--- src/hdl/cle_pkg.sv ---
package cle_pkg;

	// Line buffer depth; the usable capacity never exceeds it nor 256.
	localparam int unsigned LINE_DEPTH = 256;
	localparam int unsigned CapLimitInt = (LINE_DEPTH < 256) ? LINE_DEPTH : 256;
	localparam logic [8:0] CAP_LIMIT = 9'(CapLimitInt);
	localparam logic [8:0] CAP_RESET = 9'd256;

	localparam logic [7:0] CH_CR  = 8'h0D;
	localparam logic [7:0] CH_LF  = 8'h0A;
	localparam logic [7:0] CH_BS  = 8'h08;
	localparam logic [7:0] CH_DEL = 8'h7F;
	localparam logic [7:0] CH_BEL = 8'h07;
	localparam logic [7:0] CH_SP  = 8'h20;
	localparam logic [7:0] CH_NUL = 8'h00;

	typedef enum logic [1:0] {
		KIND_ECHO  = 2'd0,
		KIND_STORE = 2'd1,
		KIND_END   = 2'd2
	} kind_t;

	// What one item turns into on the result side.
	typedef enum logic [1:0] {
		OP_NEWLINE,
		OP_ERASE,
		OP_STORE,
		OP_BELL
	} op_t;

	typedef enum logic [1:0] {
		STEP_FIRST  = 2'd0,
		STEP_SECOND = 2'd1,
		STEP_THIRD  = 2'd2
	} step_t;

	typedef struct packed {
		logic       vld;
		op_t        op;
		logic [7:0] data;
		logic [7:0] index;
	} burst_t;

endpackage

--- src/hdl/cle_if.sv ---
interface cle_rx_if;
	logic       valid;
	logic       ready;
	logic [7:0] rx_byte;

	modport source (output valid, output rx_byte, input ready);
	modport sink   (input valid, input rx_byte, output ready);
endinterface

interface cle_res_if;
	logic       valid;
	logic       ready;
	logic [1:0] kind;
	logic [7:0] data_byte;
	logic [7:0] line_index;
	logic       last;

	modport source (output valid, output kind, output data_byte, output line_index,
		output last, input ready);
	modport sink   (input valid, input kind, input data_byte, input line_index,
		input last, output ready);
endinterface

--- src/hdl/cle_decode.sv ---
module cle_decode (
	input  logic            clk,
	input  logic            arst_n,
	input  logic            cfg_we,
	input  logic [8:0]      cfg_wdata,
	input  logic            accept,
	input  logic [7:0]      rx_byte,
	output cle_pkg::burst_t burst
);
	import cle_pkg::*;

	logic [8:0] cap_q;
	logic       cr_q;
	logic [7:0] count_q;

	logic [8:0] cap_eff;
	logic       drop, is_nl, is_erase, fits;

	assign cap_eff  = (cap_q > CAP_LIMIT) ? CAP_LIMIT : cap_q;
	assign drop     = (rx_byte == CH_LF) && cr_q;
	assign is_nl    = (rx_byte == CH_CR) || (rx_byte == CH_LF);
	assign is_erase = (rx_byte == CH_BS) || (rx_byte == CH_DEL);
	assign fits     = ({1'b0, count_q} + 9'd1) < cap_eff;

	always_comb begin
		burst.vld   = 1'b0;
		burst.op    = OP_BELL;
		burst.data  = rx_byte;
		burst.index = count_q;
		priority if (drop) begin
			burst.vld = 1'b0;
		end else if (is_nl) begin
			burst.vld = 1'b1;
			burst.op  = OP_NEWLINE;
		end else if (is_erase) begin
			burst.vld = (count_q != 8'd0);
			burst.op  = OP_ERASE;
		end else begin
			burst.vld = 1'b1;
			burst.op  = fits ? OP_STORE : OP_BELL;
		end
	end

	always_ff @(posedge clk or negedge arst_n) begin
		if (!arst_n) begin
			cap_q   <= CAP_RESET;
			cr_q    <= 1'b0;
			count_q <= 8'd0;
		end else begin
			if (cfg_we) begin
				cap_q <= cfg_wdata;
			end
			if (accept && !drop) begin
				cr_q <= (rx_byte == CH_CR);
				priority if (is_nl) begin
					count_q <= 8'd0;
				end else if (is_erase) begin
					if (count_q != 8'd0) begin
						count_q <= count_q - 8'd1;
					end
				end else if (fits) begin
					count_q <= count_q + 8'd1;
				end else begin
					// Bell: hold the count.
					count_q <= count_q;
				end
			end
		end
	end

endmodule

--- src/hdl/cle_emit.sv ---
module cle_emit (
	input  logic            clk,
	input  logic            arst_n,
	input  cle_pkg::burst_t burst,
	input  logic            rx_valid,
	output logic            rx_ready,
	cle_res_if.source       res
);
	import cle_pkg::*;

	logic       busy_q;
	op_t        op_q;
	logic [7:0] data_q;
	logic [7:0] index_q;
	step_t      step_q;

	kind_t kind_c;
	logic  final_c;
	logic  take, accept;

	always_comb begin
		kind_c         = KIND_ECHO;
		res.data_byte  = CH_NUL;
		res.line_index = 8'd0;
		final_c        = 1'b0;
		unique case (op_q)
			OP_NEWLINE: begin
				unique case (step_q)
					STEP_FIRST:  res.data_byte = CH_CR;
					STEP_SECOND: res.data_byte = CH_LF;
					default: begin
						kind_c         = KIND_END;
						res.line_index = index_q;
						final_c        = 1'b1;
					end
				endcase
			end
			OP_ERASE: begin
				unique case (step_q)
					STEP_SECOND: res.data_byte = CH_SP;
					STEP_FIRST:  res.data_byte = CH_BS;
					default: begin
						res.data_byte = CH_BS;
						final_c       = 1'b1;
					end
				endcase
			end
			OP_STORE: begin
				res.data_byte = data_q;
				if (step_q != STEP_FIRST) begin
					kind_c         = KIND_STORE;
					res.line_index = index_q;
					final_c        = 1'b1;
				end
			end
			default: begin
				res.data_byte = CH_BEL;
				final_c       = 1'b1;
			end
		endcase
	end

	assign res.kind  = kind_c;
	assign res.last  = final_c;
	assign res.valid = busy_q;

	assign take     = busy_q && res.ready;
	assign rx_ready = !busy_q || (take && final_c);
	assign accept   = rx_valid && rx_ready;

	always_ff @(posedge clk or negedge arst_n) begin
		if (!arst_n) begin
			busy_q <= 1'b0;
			step_q <= STEP_FIRST;
		end else begin
			if (accept) begin
				busy_q <= burst.vld;
				step_q <= STEP_FIRST;
			end else if (take) begin
				if (final_c) begin
					busy_q <= 1'b0;
				end else begin
					step_q <= (step_q == STEP_FIRST) ? STEP_SECOND : STEP_THIRD;
				end
			end
		end
	end

	always_ff @(posedge clk) begin
		if (accept) begin
			op_q    <= burst.op;
			data_q  <= burst.data;
			index_q <= burst.index;
		end
	end

endmodule

--- src/hdl/console_line_editor.sv ---
// Console line editor: received bytes in, echo and line-buffer writes out.
// The first result of an item is offered in the cycle after the item is taken.
// An item holds the result register until the last of its one to three results is taken;
// an item with no results (dropped LF, erase on an empty line) never occupies it.
// The next item is taken in the same cycle the final result of the previous one leaves.
// Reset (arst_n low, asynchronous): line count and CR flag clear, capacity goes to 256.
module console_line_editor (
	input  logic       clk,
	input  logic       arst_n,
	input  logic       cfg_we,
	input  logic [8:0] cfg_wdata,
	cle_rx_if.sink     rx,
	cle_res_if.source  res
);
	import cle_pkg::*;

	// Decoded item: what to emit, the stored byte, and the line position.
	burst_t burst;
	logic   accept;

	assign accept = rx.valid && rx.ready;

	// Decode the received byte against the line state and advance that state
	// at the moment the item is taken, so the next item sees it right away.
	cle_decode u_decode (
		.clk       (clk),
		.arst_n    (arst_n),
		.cfg_we    (cfg_we),
		.cfg_wdata (cfg_wdata),
		.accept    (accept),
		.rx_byte   (rx.rx_byte),
		.burst     (burst)
	);

	// Hold the decoded item and step through its results, one per cycle while res is ready;
	// drop items that produce nothing without occupying the output.
	cle_emit u_emit (
		.clk      (clk),
		.arst_n   (arst_n),
		.burst    (burst),
		.rx_valid (rx.valid),
		.rx_ready (rx.ready),
		.res      (res)
	);

endmodule

--- src/flat_wrapper.sv ---
// flat-port wrapper written by rule: the top's interface ports become plain ports
module console_line_editor_flat import cle_pkg::*;
  (clk, arst_n, cfg_we, cfg_wdata, rx_valid, rx_rx_byte, rx_ready, res_valid, res_kind, res_data_byte, res_line_index, res_last, res_ready);
  cle_rx_if rx_i ();
  cle_res_if res_i ();
  input  logic clk;
  input  logic arst_n;
  input  logic cfg_we;
  input  logic [8:0] cfg_wdata;
  input wire logic [$bits(rx_i.valid)-1:0] rx_valid;
  input wire logic [$bits(rx_i.rx_byte)-1:0] rx_rx_byte;
  output wire logic [$bits(rx_i.ready)-1:0] rx_ready;
  output wire logic [$bits(res_i.valid)-1:0] res_valid;
  output wire logic [$bits(res_i.kind)-1:0] res_kind;
  output wire logic [$bits(res_i.data_byte)-1:0] res_data_byte;
  output wire logic [$bits(res_i.line_index)-1:0] res_line_index;
  output wire logic [$bits(res_i.last)-1:0] res_last;
  input wire logic [$bits(res_i.ready)-1:0] res_ready;
  assign rx_i.valid = rx_valid;
  assign rx_i.rx_byte = rx_rx_byte;
  assign rx_ready = rx_i.ready;
  assign res_valid = res_i.valid;
  assign res_kind = res_i.kind;
  assign res_data_byte = res_i.data_byte;
  assign res_line_index = res_i.line_index;
  assign res_last = res_i.last;
  assign res_i.ready = res_ready;
  console_line_editor u_core (.clk(clk), .arst_n(arst_n), .cfg_we(cfg_we), .cfg_wdata(cfg_wdata), .rx(rx_i), .res(res_i));
endmodule
--- config.mk ---
export PLATFORM = sky130hd
export DESIGN_NAME = console_line_editor_flat
export DESIGN_NICKNAME = d
export VERILOG_FILES = /design/src/hdl/cle_pkg.sv /design/src/hdl/cle_if.sv /design/src/hdl/cle_decode.sv /design/src/hdl/cle_emit.sv /design/src/hdl/console_line_editor.sv /design/src/flat_wrapper.sv
export SDC_FILE = /design/constraint.sdc
export NUM_CORES = 1
export LEC_CHECK = 0
export BUFFER_PORTS_ARGS = -buffer_cell sky130_fd_sc_hd__buf_4
export CORE_AREA = 8 8 83 85
export DETAILED_ROUTE_END_ITERATION = 7
export DIE_AREA = 0 0 91 93
export HOLD_SLACK_MARGIN = 0.12
export PLACE_DENSITY = 0.67
export SLEW_MARGIN = 30
export SYNTH_ARGS = -nofsm -noshare
export SYNTH_HDL_FRONTEND = slang
export SYNTH_HIERARCHICAL = 1
export SYNTH_SLANG_ARGS = --single-unit
export TNS_END_PERCENT = 30
--- constraint.sdc ---
create_clock -name clk -period 4.4 [get_ports clk]
set_input_delay 0.66 -clock clk [delete_from_list [all_inputs] [get_ports clk]]
set_output_delay 0.66 -clock clk [all_outputs]
set_load 0.02 [all_outputs]
==> metrics.cfg <==
[synth]
synth_edf_count = 18
ys_types = 53
synth.avg_cell_area_um2 = 10.5
synth_nets = 273
synth_area_leader_cell = edfxtp_1
synth_area_leaders = edfxtp_1 22%, dfrtp_1 20%, ha_1 8.1%, nand2_1 4.4%, mux2_2 4.1%
synth_top_area_share_pct = 22.0
syn_area_um2 = 2460
synth_seq_cells = 39
syn_inst = 234
synthArstFlopShare_pct = 53.8
synth_ff_type = dfrtp_1
yosysSeqAreaShare_pct = 43.4
ys.warnings.count = 6

[detailed_routing]
dr.pass1.iters = 5
wl_per_cell_um = 14.1
drt-total-wl_mm = 4.89
drc = 0
ant_nets = 0
vias = 1797
dr.first_iter.drc_count = 68
detail_route.vias_per_cell = 5.19

[power_and_ir_drop]
peakVddDrop_mv = 0.214
power-per-cell-area_nw_per_um2 = 430
total_power_w = 0.00123
power_leakage_nw = 1.20

[sta]
hold_viol_final = 0
rsz0062_at_grt = false
setup_violations = 0
max_slew.worst_pin.slew_ps = 765
min_period_ps = 3340
fin_crit_sh_pct = 75.9
fin_setup_tns_ps = 0
slew_violations = 0
clock_skew_ps = 2.08
timing.fmax_ghz = 0.300
maxSlewHeadroom_pct = 49.0

[cts]
root_buffer = clkbuf_8
cts_tree = built
cts_max_level = 2
post-cts-setup-buffers = 0
hold_buffers = 0
clk_pin_slew_ps = 70
ctsResizeCount = 0
cts.path.max_buffers = 2
clock-sinks = 39
cts_made_buffers = 5
clk_latency_ps = 290

[finish]
antenna_cells = 0
synthToLayoutAreaGrowth_pct = 16.3
drive_gt1_share_pct = 25.8
nNetsFinal = 309
fin_area_um2 = 2860

[critical_path]
startpoint = u_core/u_decode/count_q[0]
reg2reg_to = u_core/u_decode/count_q[0]
crit_chain = inv_1 -> nor3_1 -> nand4_1 -> xnor2_1 -> ha_1 -> a21oi_1 -> nand2_1 -> a221oi_2 -> o311ai_4 -> or2_1 -> mux2_4
slowest_stage = dfrtp_1
reg2reg_from = u_core/u_decode/count_q[0]
path_delay_family = simple AND/OR/NAND/NOR gates
crit_buf_inv = 1
slowest_delay_ps = 530
worstPathRequired_ps = 4580
endpoint_kind = register
crit_fanout = 8
arrival_ps = 3520
startpoint_type = register
reg2reg_depth = 11
worst-setup-path-type = reg2reg
ff2ff_setup_slack_ps = 1060

[placed_design]
dpl_cell_area_um2 = 2780
numPortBuffers = 42
dp_hpwl_mm = 3.83
finalWeightedCongestion = 0.835

[global_route]
antenna_found_initial = 0
grt_overflow_total = 0
track_usage_pct = 12.1
grt_pass1_wl_mm = 8.34
grt_max_degree = 22
grt_pass1_vias = 1720

[floorplan]
initial_core_util_pct = 43.3
dieArea_um2 = 8460
die_x_um = 91
io_pins = 43
core_region_area_um2 = 5680
rows = 28
die_h_um = 93

[worst_hold_path]
hp-class = in2async

[run]
drv_cap = 0

[status]
status = completed

[cell type report]
class	count	area (µm²)
Fill cell	535	2810
Multi-Input combinational cell	175	1280
Inverter	7	26.3
Clock buffer	7	76.3
Timing Repair Buffer	42	315
Sequential cell	39	1070
Clock inverter	1	5.00
Tap cell	75	93.8
[stage by stage]
step                setup WS [ps]  std cells  hold WS, ps  util (%)
finish                       1060        346          239      50.4
global route                  880        346          253      50.4
CTS                          1070        346          248      50.4
detailed placement            885        338          496      49.0
global placement              953        338          496      49.0
floorplan                    1260        234          364         -
[Yosys cell counts, types with 3 or more instances]
| cell type | n |
|---|---|
| edfxtp_1 | 18 |
| nor2b_1 | 5 |
| nor3_1 | 5 |
| nand3_1 | 8 |
| nand2_1 | 29 |
| o21ai_1 | 3 |
| o31ai_1 | 6 |
| mux2_2 | 9 |
| buf_4 | 8 |
| xor2_1 | 5 |
| nor2_1 | 9 |
| ha_1 | 16 |
| xnor2_1 | 6 |
| a21oi_1 | 5 |
| inv_1 | 6 |
| and2_1 | 14 |
| a31oi_1 | 3 |
| dfrtp_1 | 20 |
| o21ai_0 | 15 |
[cells by family after synthesis]
group / synth area share [%]
compound gates: 14.5
xor+xnor: 3.92
fa+ha+maj: 8.95
buf+inv: 4.68
flops: 43.4
mux: 4.73
simple gates: 19.8
[cell usage in the layout (no fill, tap or decap), types with 8 or more instances in the layout]
cell type and count:
nor2_1 9, nand2_1 29, and2_1 14, dfrtp_1 20, o21ai_0 15, edfxtp_1 18
mux2_2 9, ha_1 16, nand3_1 8, buf_4 42
[state kept, by name, indices dropped and copies added, names as in the netlist]
name	count
u_core/u_emit/step_q	2
u_core/u_emit/index_q	8
u_core/u_emit/op_q	2
u_core/u_decode/cap_q	9
u_core/u_decode/count_q	8
u_core/u_emit/res.valid	1
u_core/u_decode/cr_q	1
u_core/u_emit/data_q	8
[worst max path at each step]
stage / end / slack [ps] / depth (start not counted)
final: u_core/u_decode/count_q[0] / 1060 / 11
after global routing: u_core/u_decode/count_q[0] / 880 / 11
after global placement: u_core/u_decode/count_q[7] / 950 / 12
after CTS: u_core/u_decode/count_q[0] / 1070 / 11
after floorplan: u_core/u_decode/count_q[7] / 1260 / 11
after detailed placement: u_core/u_decode/count_q[7] / 880 / 12
[per-layer routing]
metal	part of all wire (%)	routed length, µm	global-route usage (%)	up-vias
met5	0	0	0	-
met4	2.0	97	6.55	0
met3	4.2	204	2.72	9
met2	48	2370	19.1	34
met1	45	2230	15.0	845
li1	-	-	-	909
[power breakdown]
group	switching (W)	leakage [nW]	internal, W
logic	0.000248	0.742	0.000212
registers	0.0000806	0.418	0.000457
clock network	0.000121	0.0422	0.000111
total	0.000450	1.20	0.000780
Power figures use the tool's default switching activity.
